--- src/ltgr_pkg.sv ---
// Shared constants and codes for the Liberty token grammar recognizer.
package ltgr_pkg;

	localparam int QUEUE_DEPTH = 16;
	localparam int MAX_NEST    = 32;
	localparam int REF_W       = 16;
	localparam int KIND_W      = 4;
	localparam int EV_W        = 4;
	localparam int LVL_W       = 6;

	localparam int QIDX_W = $clog2(QUEUE_DEPTH);
	localparam int QCNT_W = $clog2(QUEUE_DEPTH + 1);
	localparam int NEST_W = $clog2(MAX_NEST + 1);

	localparam int DEFINE_ARGS       = 3;
	localparam int SIMPLE_GROUP_ARGS = 2;

	// token kinds
	localparam logic [KIND_W-1:0] K_CBLOCK = 4'd0;
	localparam logic [KIND_W-1:0] K_CLINE  = 4'd1;
	localparam logic [KIND_W-1:0] K_SEMI   = 4'd2;
	localparam logic [KIND_W-1:0] K_EXPR   = 4'd3;
	localparam logic [KIND_W-1:0] K_QUOTED = 4'd4;
	localparam logic [KIND_W-1:0] K_DEFINE = 4'd5;
	localparam logic [KIND_W-1:0] K_LCURLY = 4'd6;
	localparam logic [KIND_W-1:0] K_RCURLY = 4'd7;
	localparam logic [KIND_W-1:0] K_LPAREN = 4'd8;
	localparam logic [KIND_W-1:0] K_RPAREN = 4'd9;
	localparam logic [KIND_W-1:0] K_COLON  = 4'd10;
	localparam logic [KIND_W-1:0] K_COMMA  = 4'd11;
	localparam logic [KIND_W-1:0] K_END    = 4'd12;

	// result events
	localparam logic [EV_W-1:0] EV_CONSUMED = 4'd0;
	localparam logic [EV_W-1:0] EV_SATTR    = 4'd1;
	localparam logic [EV_W-1:0] EV_CATTR    = 4'd2;
	localparam logic [EV_W-1:0] EV_SGROUP   = 4'd3;
	localparam logic [EV_W-1:0] EV_CGROUP   = 4'd4;
	localparam logic [EV_W-1:0] EV_AGROUP   = 4'd5;
	localparam logic [EV_W-1:0] EV_DEFINE   = 4'd6;
	localparam logic [EV_W-1:0] EV_CLOSE    = 4'd7;
	localparam logic [EV_W-1:0] EV_DONE     = 4'd8;
	localparam logic [EV_W-1:0] EV_ERROR    = 4'd9;
	localparam logic [EV_W-1:0] EV_STOPPED  = 4'd10;
	localparam logic [EV_W-1:0] EV_VALUE    = 4'd11;

endpackage

--- src/ltgr_if.sv ---
// Token and result channel interfaces.
interface ltgr_tok_if;
	logic                         valid;
	logic                         ready;
	logic [ltgr_pkg::KIND_W-1:0]  token_kind;
	logic [ltgr_pkg::REF_W-1:0]   token_ref;

	modport source (output valid, output token_kind, output token_ref, input ready);
	modport sink   (input valid, input token_kind, input token_ref, output ready);
endinterface

interface ltgr_res_if;
	logic                         valid;
	logic                         ready;
	logic [ltgr_pkg::EV_W-1:0]    event_res;
	logic [ltgr_pkg::REF_W-1:0]   ref_res;
	logic [ltgr_pkg::LVL_W-1:0]   nest_level;
	logic                         last;

	modport source (output valid, output event_res, output ref_res, output nest_level,
		output last, input ready);
	modport sink   (input valid, input event_res, input ref_res, input nest_level,
		input last, output ready);
endinterface

--- src/ltgr_queue.sv ---
// Pending handle queue: one write port, one read port with registered data.
module ltgr_queue (
	input  logic                        clk,
	input  logic                        we,
	input  logic [ltgr_pkg::QIDX_W-1:0] waddr,
	input  logic [ltgr_pkg::REF_W-1:0]  wdata,
	input  logic                        re,
	input  logic [ltgr_pkg::QIDX_W-1:0] raddr,
	output logic [ltgr_pkg::REF_W-1:0]  rdata
);
	import ltgr_pkg::*;

	logic [REF_W-1:0] mem [QUEUE_DEPTH];
	logic [REF_W-1:0] rdata_q;

	always_ff @(posedge clk) begin
		if (we) begin
			mem[waddr] <= wdata;
		end
	end

	// data holds while no read is issued
	always_ff @(posedge clk) begin
		if (re) begin
			rdata_q <= mem[raddr];
		end
	end

	assign rdata = rdata_q;
endmodule

--- src/liberty_token_grammar_recognizer_top.sv ---
// Liberty token grammar recognizer: statement FSM, handle queue drain, result register.
// Usage:
//   tok (sink): one classified token per word, token_kind and token_ref.
//   res (source): result words event_res, ref_res, nest_level, last; the final
//     word caused by a token has last set.
//   A word moves on a rising clk edge with valid and ready both high.
// Sequencing:
//   Tokens that give one result word (consumed, close, done, error, stopped)
//     show that word on res the cycle after acceptance.
//   Statements that report queued handles (attributes, groups, define) read
//     the handle queue one entry at a time (read, then load), and a simple
//     attribute adds its value word last; a low res.ready holds the load.
//   The next token is taken once the output register is empty or hands its
//     word over on res in the same cycle.
// Reset: arst_n clears grammar state, queue count, depth, halt flag and the
//   output register; the queue memory is not cleared, only written entries are read.
// Stall: a low res.ready holds a valid output word and keeps tok.ready low.
// After done or an error the block halts: every token gives a single stopped
// word until reset.
module liberty_token_grammar_recognizer_top (
	input  logic       clk,
	input  logic       arst_n,
	ltgr_tok_if.sink   tok,
	ltgr_res_if.source res
);
	import ltgr_pkg::*;

	typedef enum logic [2:0] {
		ST_DEFAULT,
		ST_FIRST,
		ST_SATTR,
		ST_SATTR_END,
		ST_PAREN_BEGIN,
		ST_PAREN,
		ST_DEFINE,
		ST_PAREN_END
	} st_t;

	typedef enum logic [1:0] {
		PH_IDLE,
		PH_RD,
		PH_WR,
		PH_TAIL
	} ph_t;

	// grammar state
	st_t               st_q;
	logic [QCNT_W-1:0] count_q;
	logic [NEST_W-1:0] nest_q;
	logic              halted_q;

	// drain sequencer
	ph_t               ph_q;
	logic [QIDX_W-1:0] idx_q;
	logic [QCNT_W-1:0] dcnt_q;
	logic [EV_W-1:0]   dev_q;
	logic              tail_q;
	logic [REF_W-1:0]  hold_ref_q;

	// output register
	logic              out_v_q;
	logic [EV_W-1:0]   out_ev_q;
	logic [REF_W-1:0]  out_ref_q;
	logic [NEST_W-1:0] out_nest_q;
	logic              out_last_q;

	logic              out_free;
	logic              acc;
	logic              is_text;
	logic              full;
	logic [REF_W-1:0]  rd_data;
	logic [QCNT_W-1:0] idx_next;
	logic              idx_final;

	// next-state decode of the accepted token
	st_t               d_st;
	logic [QCNT_W-1:0] d_cnt;
	logic [NEST_W-1:0] d_nest;
	logic              d_halt;
	logic [EV_W-1:0]   d_ev;
	logic              d_drain;
	logic              d_tail;
	logic [QCNT_W-1:0] d_dcnt;
	logic              push;
	logic              err;

	assign out_free  = !out_v_q || res.ready;
	assign tok.ready = (ph_q == PH_IDLE) && out_free;
	assign acc       = tok.valid && tok.ready;
	assign is_text   = (tok.token_kind == K_EXPR) || (tok.token_kind == K_QUOTED);
	assign full      = count_q >= QCNT_W'(QUEUE_DEPTH);
	assign idx_next  = QCNT_W'(idx_q) + QCNT_W'(1);
	assign idx_final = idx_next == dcnt_q;

	always_comb begin
		d_st    = st_q;
		d_cnt   = count_q;
		d_nest  = nest_q;
		d_halt  = halted_q;
		d_ev    = EV_CONSUMED;
		d_drain = 1'b0;
		d_tail  = 1'b0;
		d_dcnt  = count_q;
		push    = 1'b0;
		err     = 1'b0;
		if (halted_q) begin
			d_ev = EV_STOPPED;
		end else begin
			unique case (st_q)
				ST_DEFAULT: begin
					if (tok.token_kind == K_CBLOCK || tok.token_kind == K_CLINE ||
						tok.token_kind == K_SEMI) begin
						d_ev = EV_CONSUMED;
					end else if (is_text) begin
						if (full) begin
							err = 1'b1;
						end else begin
							push = 1'b1;
							d_st = ST_FIRST;
						end
					end else if (tok.token_kind == K_DEFINE) begin
						d_st = ST_DEFINE;
					end else if (tok.token_kind == K_RCURLY && nest_q != '0) begin
						d_nest = nest_q - NEST_W'(1);
						d_ev   = EV_CLOSE;
					end else if (tok.token_kind == K_RCURLY || tok.token_kind == K_END) begin
						d_halt = 1'b1;
						d_ev   = EV_DONE;
					end else begin
						err = 1'b1;
					end
				end
				ST_FIRST: begin
					if (tok.token_kind == K_LPAREN) begin
						d_st = ST_PAREN_BEGIN;
					end else if (tok.token_kind == K_COLON) begin
						d_st = ST_SATTR;
					end else begin
						err = 1'b1;
					end
				end
				ST_SATTR: begin
					if (!is_text || count_q == '0) begin
						err = 1'b1;
					end else begin
						// name from queue entry 0, value from this token
						d_drain = 1'b1;
						d_ev    = EV_SATTR;
						d_dcnt  = QCNT_W'(1);
						d_tail  = 1'b1;
						d_cnt   = '0;
						d_st    = ST_SATTR_END;
					end
				end
				ST_SATTR_END: begin
					if (tok.token_kind == K_SEMI) begin
						d_st = ST_DEFAULT;
					end else begin
						err = 1'b1;
					end
				end
				ST_PAREN_BEGIN, ST_PAREN: begin
					if (is_text) begin
						if (full) begin
							err = 1'b1;
						end else begin
							push = 1'b1;
							d_st = ST_PAREN;
						end
					end else if (tok.token_kind == K_COMMA) begin
						d_st = ST_PAREN;
					end else if (tok.token_kind == K_RPAREN) begin
						d_st = ST_PAREN_END;
					end else begin
						err = 1'b1;
					end
				end
				ST_DEFINE: begin
					if (is_text) begin
						if (full) begin
							err = 1'b1;
						end else begin
							push = 1'b1;
						end
					end else if (tok.token_kind == K_COMMA) begin
						d_ev = EV_CONSUMED;
					end else if (tok.token_kind == K_RPAREN) begin
						if (count_q != QCNT_W'(DEFINE_ARGS)) begin
							err = 1'b1;
						end else begin
							d_drain = 1'b1;
							d_ev    = EV_DEFINE;
							d_cnt   = '0;
							d_st    = ST_DEFAULT;
						end
					end else begin
						err = 1'b1;
					end
				end
				ST_PAREN_END: begin
					if (tok.token_kind == K_LCURLY) begin
						if (count_q == '0 || nest_q >= NEST_W'(MAX_NEST)) begin
							err = 1'b1;
						end else begin
							d_drain = 1'b1;
							if (count_q == QCNT_W'(1)) begin
								d_ev = EV_AGROUP;
							end else if (count_q == QCNT_W'(SIMPLE_GROUP_ARGS)) begin
								d_ev = EV_SGROUP;
							end else begin
								d_ev = EV_CGROUP;
							end
							d_nest = nest_q + NEST_W'(1);
							d_cnt  = '0;
							d_st   = ST_DEFAULT;
						end
					end else if (tok.token_kind == K_SEMI) begin
						if (count_q == '0) begin
							err = 1'b1;
						end else begin
							d_drain = 1'b1;
							d_ev    = EV_CATTR;
							d_cnt   = '0;
							d_st    = ST_DEFAULT;
						end
					end else begin
						err = 1'b1;
					end
				end
			endcase
		end
		if (push) begin
			d_cnt = count_q + QCNT_W'(1);
		end
		if (err) begin
			d_halt  = 1'b1;
			d_cnt   = '0;
			d_ev    = EV_ERROR;
			d_drain = 1'b0;
			d_tail  = 1'b0;
		end
	end

	// writes land at the accept edge; reads start in the following cycle, so no overlap
	ltgr_queue u_queue (
		.clk   (clk),
		.we    (acc && push),
		.waddr (count_q[QIDX_W-1:0]),
		.wdata (tok.token_ref),
		.re    (ph_q == PH_RD),
		.raddr (idx_q),
		.rdata (rd_data)
	);

	always_ff @(posedge clk or negedge arst_n) begin
		if (!arst_n) begin
			st_q       <= ST_DEFAULT;
			count_q    <= '0;
			nest_q     <= '0;
			halted_q   <= 1'b0;
			ph_q       <= PH_IDLE;
			idx_q      <= '0;
			dcnt_q     <= '0;
			dev_q      <= EV_CONSUMED;
			tail_q     <= 1'b0;
			hold_ref_q <= '0;
			out_v_q    <= 1'b0;
			out_ev_q   <= EV_CONSUMED;
			out_ref_q  <= '0;
			out_nest_q <= '0;
			out_last_q <= 1'b0;
		end else begin
			if (out_v_q && res.ready) begin
				out_v_q <= 1'b0;
			end
			unique case (ph_q)
				PH_IDLE: begin
					if (acc) begin
						st_q     <= d_st;
						count_q  <= d_cnt;
						nest_q   <= d_nest;
						halted_q <= d_halt;
						if (d_drain) begin
							ph_q       <= PH_RD;
							idx_q      <= '0;
							dcnt_q     <= d_dcnt;
							dev_q      <= d_ev;
							tail_q     <= d_tail;
							hold_ref_q <= tok.token_ref;
						end else begin
							out_v_q    <= 1'b1;
							out_ev_q   <= d_ev;
							out_ref_q  <= '0;
							out_nest_q <= d_nest;
							out_last_q <= 1'b1;
						end
					end
				end
				PH_RD: begin
					ph_q <= PH_WR;
				end
				PH_WR: begin
					if (out_free) begin
						out_v_q    <= 1'b1;
						out_ev_q   <= (idx_q == '0) ? dev_q : EV_VALUE;
						out_ref_q  <= rd_data;
						out_nest_q <= nest_q;
						out_last_q <= idx_final && !tail_q;
						if (idx_final) begin
							ph_q <= tail_q ? PH_TAIL : PH_IDLE;
						end else begin
							idx_q <= idx_q + QIDX_W'(1);
							ph_q  <= PH_RD;
						end
					end
				end
				PH_TAIL: begin
					if (out_free) begin
						out_v_q    <= 1'b1;
						out_ev_q   <= EV_VALUE;
						out_ref_q  <= hold_ref_q;
						out_nest_q <= nest_q;
						out_last_q <= 1'b1;
						ph_q       <= PH_IDLE;
					end
				end
			endcase
		end
	end

	assign res.valid      = out_v_q;
	assign res.event_res  = out_ev_q;
	assign res.ref_res    = out_ref_q;
	assign res.nest_level = LVL_W'(out_nest_q);
	assign res.last       = out_last_q;

`ifndef SYNTH
	a_count_bound: assert property (@(posedge clk) disable iff (!arst_n)
		count_q <= QCNT_W'(QUEUE_DEPTH))
		else $error("queue count above depth");

	a_nest_bound: assert property (@(posedge clk) disable iff (!arst_n)
		nest_q <= NEST_W'(MAX_NEST))
		else $error("nesting depth above limit");

	a_drain_range: assert property (@(posedge clk) disable iff (!arst_n)
		(ph_q == PH_RD || ph_q == PH_WR) |-> (dcnt_q != '0 && idx_next <= dcnt_q))
		else $error("drain index out of range");

	a_halt_sticky: assert property (@(posedge clk) disable iff (!arst_n)
		halted_q |=> halted_q)
		else $error("halt flag cleared without reset");

	a_stopped_word: assert property (@(posedge clk) disable iff (!arst_n)
		(acc && halted_q) |=> (out_v_q && out_ev_q == EV_STOPPED && out_last_q))
		else $error("halted block did not report stopped");
`endif
endmodule
--- src/flat_wrapper.sv ---
// flat-port wrapper written by rule: the top's interface ports become plain ports
module liberty_token_grammar_recognizer_top_flat import ltgr_pkg::*;
  (clk, arst_n, tok_valid, tok_token_kind, tok_token_ref, tok_ready, res_valid, res_event_res, res_ref_res, res_nest_level, res_last, res_ready);
  ltgr_tok_if tok_i ();
  ltgr_res_if res_i ();
  input  logic clk;
  input  logic arst_n;
  input wire logic [$bits(tok_i.valid)-1:0] tok_valid;
  input wire logic [$bits(tok_i.token_kind)-1:0] tok_token_kind;
  input wire logic [$bits(tok_i.token_ref)-1:0] tok_token_ref;
  output wire logic [$bits(tok_i.ready)-1:0] tok_ready;
  output wire logic [$bits(res_i.valid)-1:0] res_valid;
  output wire logic [$bits(res_i.event_res)-1:0] res_event_res;
  output wire logic [$bits(res_i.ref_res)-1:0] res_ref_res;
  output wire logic [$bits(res_i.nest_level)-1:0] res_nest_level;
  output wire logic [$bits(res_i.last)-1:0] res_last;
  input wire logic [$bits(res_i.ready)-1:0] res_ready;
  assign tok_i.valid = tok_valid;
  assign tok_i.token_kind = tok_token_kind;
  assign tok_i.token_ref = tok_token_ref;
  assign tok_ready = tok_i.ready;
  assign res_valid = res_i.valid;
  assign res_event_res = res_i.event_res;
  assign res_ref_res = res_i.ref_res;
  assign res_nest_level = res_i.nest_level;
  assign res_last = res_i.last;
  assign res_i.ready = res_ready;
  liberty_token_grammar_recognizer_top u_core (.clk(clk), .arst_n(arst_n), .tok(tok_i), .res(res_i));
endmodule
--- config.mk ---
export PLATFORM = sky130hd
export DESIGN_NAME = liberty_token_grammar_recognizer_top_flat
export DESIGN_NICKNAME = d
export VERILOG_FILES = /design/src/ltgr_pkg.sv /design/src/ltgr_if.sv /design/src/ltgr_queue.sv /design/src/liberty_token_grammar_recognizer_top.sv /design/src/flat_wrapper.sv
export SDC_FILE = /design/constraint.sdc
export NUM_CORES = 1
export LEC_CHECK = 0
export BUFFER_PORTS_ARGS = -buffer_cell sky130_fd_sc_hd__buf_4
export CAP_MARGIN = 20
export CELL_PAD_IN_SITES_DETAIL_PLACEMENT = 1
export CELL_PAD_IN_SITES_GLOBAL_PLACEMENT = 2
export CORE_MARGIN = 8
export CORE_UTILIZATION = 51
export DETAILED_ROUTE_END_ITERATION = 16
export GPL_TIMING_DRIVEN = 0
export PLACE_DENSITY_LB_ADDON = 0.1
export SETUP_SLACK_MARGIN = 0.4
export SLEW_MARGIN = 20
export SYNTH_ARGS = -nofsm -noshare
export SYNTH_HDL_FRONTEND = slang
export SYNTH_SLANG_ARGS = --single-unit
--- constraint.sdc ---
create_clock -name clk -period 6.6 [get_ports clk]
set_clock_uncertainty 0.2 [all_clocks]
set_input_delay 0.33 -clock clk [delete_from_list [all_inputs] [get_ports clk]]
set_output_delay 0.33 -clock clk [all_outputs]
set_load 0.1 [all_outputs]
==> flow_metrics.py, run 1 <==
metrics = {
    "outcome": {
        "status": "finished clean",
    },
    "global_routing": {
        "grt_pass1_wl_microns": 58400,
        "groute.usage.overall_pct": 23.4,
        "grt_pass1_vias": 9181,
        "overflow": 0,
        "grt_max_degree": 76,
        "antenna_found_initial": 0,
    },
    "synth": {
        "synth_nets": 886,
        "yosys.area.top_type": "edfxtp_1",
        "synth-main-ff-cell": "edfxtp_1",
        "netlist_area_sq_um": 14600,
        "ys_types": 79,
        "yosys-top-cells-area": "edfxtp_1, dfrtp_1, mux4_2",
        "syn_inst": 854,
        "synthArstFlopShare_pct": 21.6,
        "ys_seq_area_share_pct": 68.6,
        "synth_top_area_share_pct": 55.8,
        "ys_ff_latch": 347,
        "synth_edf_count": 272,
        "yosysWarnings": 0,
        "syn_avg_cell_area_sq_um": 17.1,
    },
    "floorplan": {
        "start_util_pct": 51.4,
        "num_rows": 62,
        "pin_count": 53,
        "die_area_sq_um": 34400,
        "die_h_microns": 185,
        "die_x_microns": 185,
        "placeableCoreArea_sq_um": 28500,
    },
    "clock_tree": {
        "cts_sinks": 347,
        "cts_tree": "done",
        "path_clk_slew_ns": 0.06,
        "root_buffer": "clkbuf_16",
        "ctsHtreeMaxLevel": 2,
        "clock_path_buffers": 3,
        "numCtsBuffers": 37,
        "clk_latency_ns": 0.52,
    },
    "sta": {
        "setup_slack_ns": 2.58,
        "setup-violations-final": 0,
        "tightest_slew_ns": 1.15,
        "final.setup.tns_ns": 0,
        "slew_viol_final": 0,
        "holdWs_ns": 0.0569,
        "period_needed_ns": 4.02,
        "fmax_ghz": 0.249,
        "min_period_over_period_pct": 60.9,
        "slew_headroom_pct": 23.6,
        "hold_violations": 0,
        "rsz0062_at_grt": "false",
    },
    "worst_setup_path": {
        "worstPathArrival_ns": 3.95,
        "r2r_start": "u_core.ph_q[0]",
        "r2r_end": "u_core.u_queue.mem[4][13]",
        "critPathLaunch": "u_core.ph_q[0]",
        "rr_worst_depth": 7,
        "worstPathRequired_ns": 6.53,
        "start_kind": "flip-flop",
        "crit_path_max_fanout": 16,
        "critPathCaptureType": "flip-flop",
        "rrSetupSlack_ns": 2.58,
        "endpoint": "u_core.u_queue.mem[4][13]",
        "criticalPathCategory": "reg -> reg",
    },
    "final_layout": {
        "final_nets": 1001,
        "layout_common_cells": "edfxtp_1, mux4_2, dfrtp_1, buf_4, inv_1",
        "postLayoutCoreUtil_pct": 60.0,
        "area_delta_synth_final_pct": 16.6,
        "final_cell_count_no_fill": 1380,
        "diodes": 0,
        "post_route_cells_drive_above_1_share_pct": 24.9,
        "fillers": 2559,
        "final_area_sq_um": 17100,
        "layout_commonest_cell": "edfxtp_1",
    },
    "placed_design": {
        "dp_cells": 1296,
        "gp_congestion": 0.852,
        "post-place-ws_ns": 2.50,
        "port_buffers": 51,
        "place_hpwl_microns": 26000,
        "place_area_sq_um": 15600,
    },
    "routing": {
        "wl_microns": 39100,
        "drtIter0Drc": 793,
        "routed_via_density": 6.13,
        "wl_per_cell_microns": 28.3,
        "firstDrtPassIters": 5,
        "ant_nets": 0,
        "drc": 0,
        "vias": 8466,
    },
    "job": {
        "drv_cap": 0,
    },
    "power": {
        "irDropWorstVdd_mv": 0.269,
        "leakage_nw": 6.11,
        "p_per_area_nw_per_um2": 404,
        "total_power_mw": 6.90,
    },
    "hold_path": {
        "hold_class": "in -> reg",
    },
}
[sequential cells by signal (all words and copies together), names as in the netlist, 2 cells and up]
signal                 cells
u_core.res.ref_res        16
u_core.dev_q               4
u_core.st_q                3
u_core.count_q             5
u_core.u_queue.mem       256
u_core.u_queue.rdata      16
u_core.hold_ref_q         16
u_core.res.event_res       4
u_core.ph_q                2
u_core.res.nest_level      6
u_core.nest_q              6
u_core.dcnt_q              5
u_core.idx_q               4
[power breakdown]
| group | leakage, nW | total [mW] | switching (mW) | internal [mW] |
|---|---|---|---|---|
| combinational | 2.06 | 2.21 | 1.39 | 0.824 |
| clock | 0.607 | 2.09 | 0.819 | 1.27 |
| sequential | 3.44 | 2.59 | 0.0923 | 2.50 |
| total | 6.11 | 6.90 | 2.30 | 4.60 |
[kinds of logic (layout without fill, tap and decap cells)]
kind of cell	Yosys count	count (layout)	share of synthesized area, %
flip-flops	347	347	68.6
adder cells (fa/ha/maj)	8	8	0.684
multiplexers	105	105	14.2
XOR/XNOR	8	8	0.479
AO/OA/AOI/OAI	122	122	6.20
AND/OR/NAND/NOR	173	173	7.09
buffers and inverters	91	233	2.74
[layer usage]
layer	track usage [%]	share of wire, %
met1	31.6	41
met2	38.3	49
met3	4.34	7.0
met4	6.98	2.5
met5	0	0
[worst min path at each step]
| stage | startpoint | end | slack [ns] | cells past startpoint |
|---|---|---|---|---|
| after global placement | u_core.u_queue.rdata[12] | u_core.res.ref_res[12] | 0.26 | 2 |
| final | tok_valid | u_core.res.valid | 0.06 | 4 |
| after global routing | tok_valid | u_core.res.valid | 0.07 | 4 |
| after CTS | tok_valid | u_core.res.valid | 0.04 | 4 |
| after detailed placement | u_core.res.event_res[3] | u_core.res.event_res[3] | 0.27 | 1 |
| after floorplan | arst_n | u_core.count_q[0] | -0.17 | 0 |
[cells in the mapped netlist (all sizes together) (7+ instances only)]
master,count
a21oi,16
a222oi,16
and2,14
and3,7
buf,29
clkbuf,21
dfrtp,75
edfxtp,272
ha,8
inv,40
mux2,19
mux4,80
nand2,37
nand2b,11
nand3,8
nand4,8
nor2,21
nor2b,7
nor3,18
o21ai,33
[what timing repair did]
action,in CTS,in global routing
setup buffers,0,0
resized for setup,0,0
hold buffers,17,0
hold endpoints to repair,343,0
[final cells by class]
type / instances / area, sq um / area share [%]
Buffer: 50 / 253 / 1.48
Inverter: 41 / 154 / 0.902
Timing Repair Buffer: 76 / 674 / 3.95
Clock inverter: 9 / 146 / 0.858
Tap cell: 384 / 480 / 2.81
Sequential cell: 347 / 10000 / 58.8
Clock buffer: 57 / 1100 / 6.46
Multi-Input combinational cell: 416 / 4210 / 24.7
[critical path, stage by stage (launching register included)]
cell      delay [ns]
dfrtp_1         0.35
buf_2           0.17
nand2b_4        0.18
nor3_4          0.36
nand2_1         0.24
nor4_1          0.93
and3b_1         0.34
and2_1          0.86
No activity file was read; power rests on OpenSTA's default activity.
==> run 2, diff against run 1 <==
--- a/config.mk
+++ b/config.mk
@@ -10,7 +10,7 @@
 export CELL_PAD_IN_SITES_DETAIL_PLACEMENT = 1
 export CELL_PAD_IN_SITES_GLOBAL_PLACEMENT = 2
 export CORE_MARGIN = 8
-export CORE_UTILIZATION = 51
+export CORE_UTILIZATION = 47
 export DETAILED_ROUTE_END_ITERATION = 16
 export GPL_TIMING_DRIVEN = 0
 export PLACE_DENSITY_LB_ADDON = 0.1
==> constraint.sdc (replaced) <==
create_clock -name clk -period 4.1 [get_ports clk]
set_clock_uncertainty 0.2 [all_clocks]
set_input_delay 0.205 -clock clk [delete_from_list [all_inputs] [get_ports clk]]
set_output_delay 0.205 -clock clk [all_outputs]
set_load 0.1 [all_outputs]
==> flow_metrics.py, run 2 (synthesis gave the netlist of run 1 again) <==
metrics = {
    "clock_tree": {
        "clock_path_buffers": 3,
        "cts_sinks": 347,
        "cts_setup_buffers": 0,
        "path_clk_slew_ns": 0.06,
        "ctsHtreeMaxLevel": 2,
        "clk_latency_ns": 0.52,
        "numCtsBuffers": 38,
        "cts_tree": "done",
        "root_buffer": "clkbuf_16",
    },
    "sta": {
        "slew_viol_final": 0,
        "hold_violations": 0,
        "period_needed_ns": 3.47,
        "min_period_over_period_pct": 84.6,
        "tightest_slew_ns": 1.08,
        "setup-violations-final": 0,
        "slew_headroom_pct": 28.1,
        "fmax_ghz": 0.288,
        "rsz0062_at_grt": "false",
        "final.setup.tns_ns": 0,
    },
    "final_layout": {
        "top_register": "u_core.u_queue.mem",
        "fillers": 2824,
        "final_cell_count_no_fill": 1389,
        "diodes": 0,
        "post_route_cells_drive_above_1_share_pct": 26.4,
        "final_nets": 997,
        "layout_common_cells": "edfxtp_1, mux4_2, dfrtp_1, buf_4, inv_1",
        "largest_reg_flops": 256,
        "area_delta_synth_final_pct": 16.5,
        "layout_commonest_cell": "edfxtp_1",
    },
    "routing": {
        "drtIter0Drc": 803,
        "vias": 8462,
        "routed_via_density": 6.09,
        "firstDrtPassIters": 9,
        "drc": 0,
        "wl_per_cell_microns": 28.2,
        "ant_nets": 0,
        "wl_microns": 39100,
    },
    "placed_design": {
        "port_buffers": 51,
        "gp_congestion": 0.873,
        "place_hpwl_microns": 25200,
        "dp_cells": 1303,
    },
    "floorplan": {
        "die_x_microns": 192,
        "die_h_microns": 192,
        "start_util_pct": 47.7,
        "pin_count": 53,
        "num_rows": 64,
        "placeableCoreArea_sq_um": 30700,
        "die_area_sq_um": 37000,
    },
    "global_routing": {
        "use_met1_pct": 29.8,
        "grt_pass1_vias": 9124,
        "grt_max_degree": 76,
        "grtUsageMet3_pct": 4.34,
        "grt-busiest-layer": "met2",
        "overflow": 0,
        "grt_pass1_wl_microns": 58400,
        "grtUsageMet2_pct": 34.5,
        "antenna_found_initial": 0,
        "groute.usage.overall_pct": 21.6,
    },
    "hold_path": {
        "hold_class": "in -> async",
    },
    "worst_setup_path": {
        "worstPathRequired_ns": 4.28,
        "crit_path_max_fanout": 10,
        "worstPathArrival_ns": 3.65,
        "critPathCaptureType": "flip-flop",
        "start_kind": "flip-flop",
        "criticalPathCategory": "reg -> reg",
    },
    "power": {
        "p_comb_share_pct": 32.0,
        "power_frac_seq_pct": 37.4,
        "irDropWorstVdd_mv": 0.627,
        "leakage_nw": 6.09,
        "internal-power_mw": 7.42,
        "clock_power_share_pct": 30.6,
        "switching_share_pct": 33.5,
        "p_per_area_nw_per_um2": 655,
        "switchingPower_mw": 3.74,
    },
    "outcome": {
        "status": "finished clean",
    },
    "job": {
        "drv_cap": 0,
    },
}
==> run 2: cell count changes in the layout (fill, tap and decap cells not counted), sizes merged <==
cell | previous run | this run
clkbuf | 81 | 71
clkinvlp | 0 | 2
bufinv | 3 | 5
dlygate4sd3 | 17 | 18
inv | 41 | 40
buf | 85 | 80
clkinv | 6 | 14
==> run 2: worst max-delay path, stage by stage (launching register included) <==
cell and delay, ns:
dfrtp_1 0.43, buf_1 0.58, clkbuf_2 0.50, inv_1 0.11, ha_1 0.33, xor2_1 0.17
nor3_1 0.45, nand2_1 0.23, mux2i_1 0.17, a22o_1 0.18
==> run 2: layout make-up <==
cell class / count / area, sq um / area share, %
Tap cell: 396 / 495 / 2.91
Multi-Input combinational cell: 416 / 4250 / 24.9
Timing Repair Buffer: 71 / 606 / 3.55
Clock buffer: 48 / 1010 / 5.91
Clock inverter: 20 / 243 / 1.42
Inverter: 41 / 154 / 0.902
Buffer: 50 / 254 / 1.49
Sequential cell: 347 / 10000 / 58.9
==> run 2: stage by stage <==
stage	power (mW)	worst slack [ns]	area (sq um)	hold WS (ns)	utilization, %
6_report	11.2	0.631	17100	0.116	55.6
5_1_grt	11.6	0.500	17100	0.175	55.6
4_1_cts	11.2	0.513	17000	0.123	55.5
3_5_place_dp	7.81	-0.0929	15600	0.262	50.8
3_3_place_gp	7.70	-0.00971	15500	0.241	50.6
2_1_floorplan	6.74	0.640	14600	-0.291	-
==> run 2: power groups by stage <==
stage                     sequential (mW)  combinational, mW  clock (mW)
after floorplan                      4.77               1.97           0
after global placement               4.23               3.47           0
after detailed placement             4.24               3.57           0
after CTS                            4.17               3.59        3.48
after global routing                 4.19               3.80        3.60
final                                4.17               3.57        3.42
==> run 2: final timing paths <==
check                                           end                      from  depth (start not counted)  slack, ns
max                                 u_core.idx_q[1]           u_core.idx_q[1]                          9       0.63
min                        u_core.res.nest_level[0]                    arst_n                          2       0.12
max reg2reg                         u_core.idx_q[1]           u_core.idx_q[1]                          9       0.63
min reg2reg                u_core.res.nest_level[2]  u_core.res.nest_level[2]                          2       0.28
max in group asynchronous      u_core.hold_ref_q[2]                    arst_n                          2       3.05
min in group clk                     u_core.st_q[1]         tok_token_kind[1]                          4       0.16
==> run 2: routing by layer <==
metal,vias up,routed length (microns)
met3,74,2600
met4,0,945
met5,-,0
met2,273,18600
li1,3656,-
met1,4459,16900
==> run 2: timing repair <==
| action | CTS | global route |
|---|---|---|
| gates resized for setup | 7 | 6 |
| hold buffers | 18 | 0 |
| endpoints found under the hold margin | 350 | 0 |
| setup endpoints to repair | 258 | 84 |
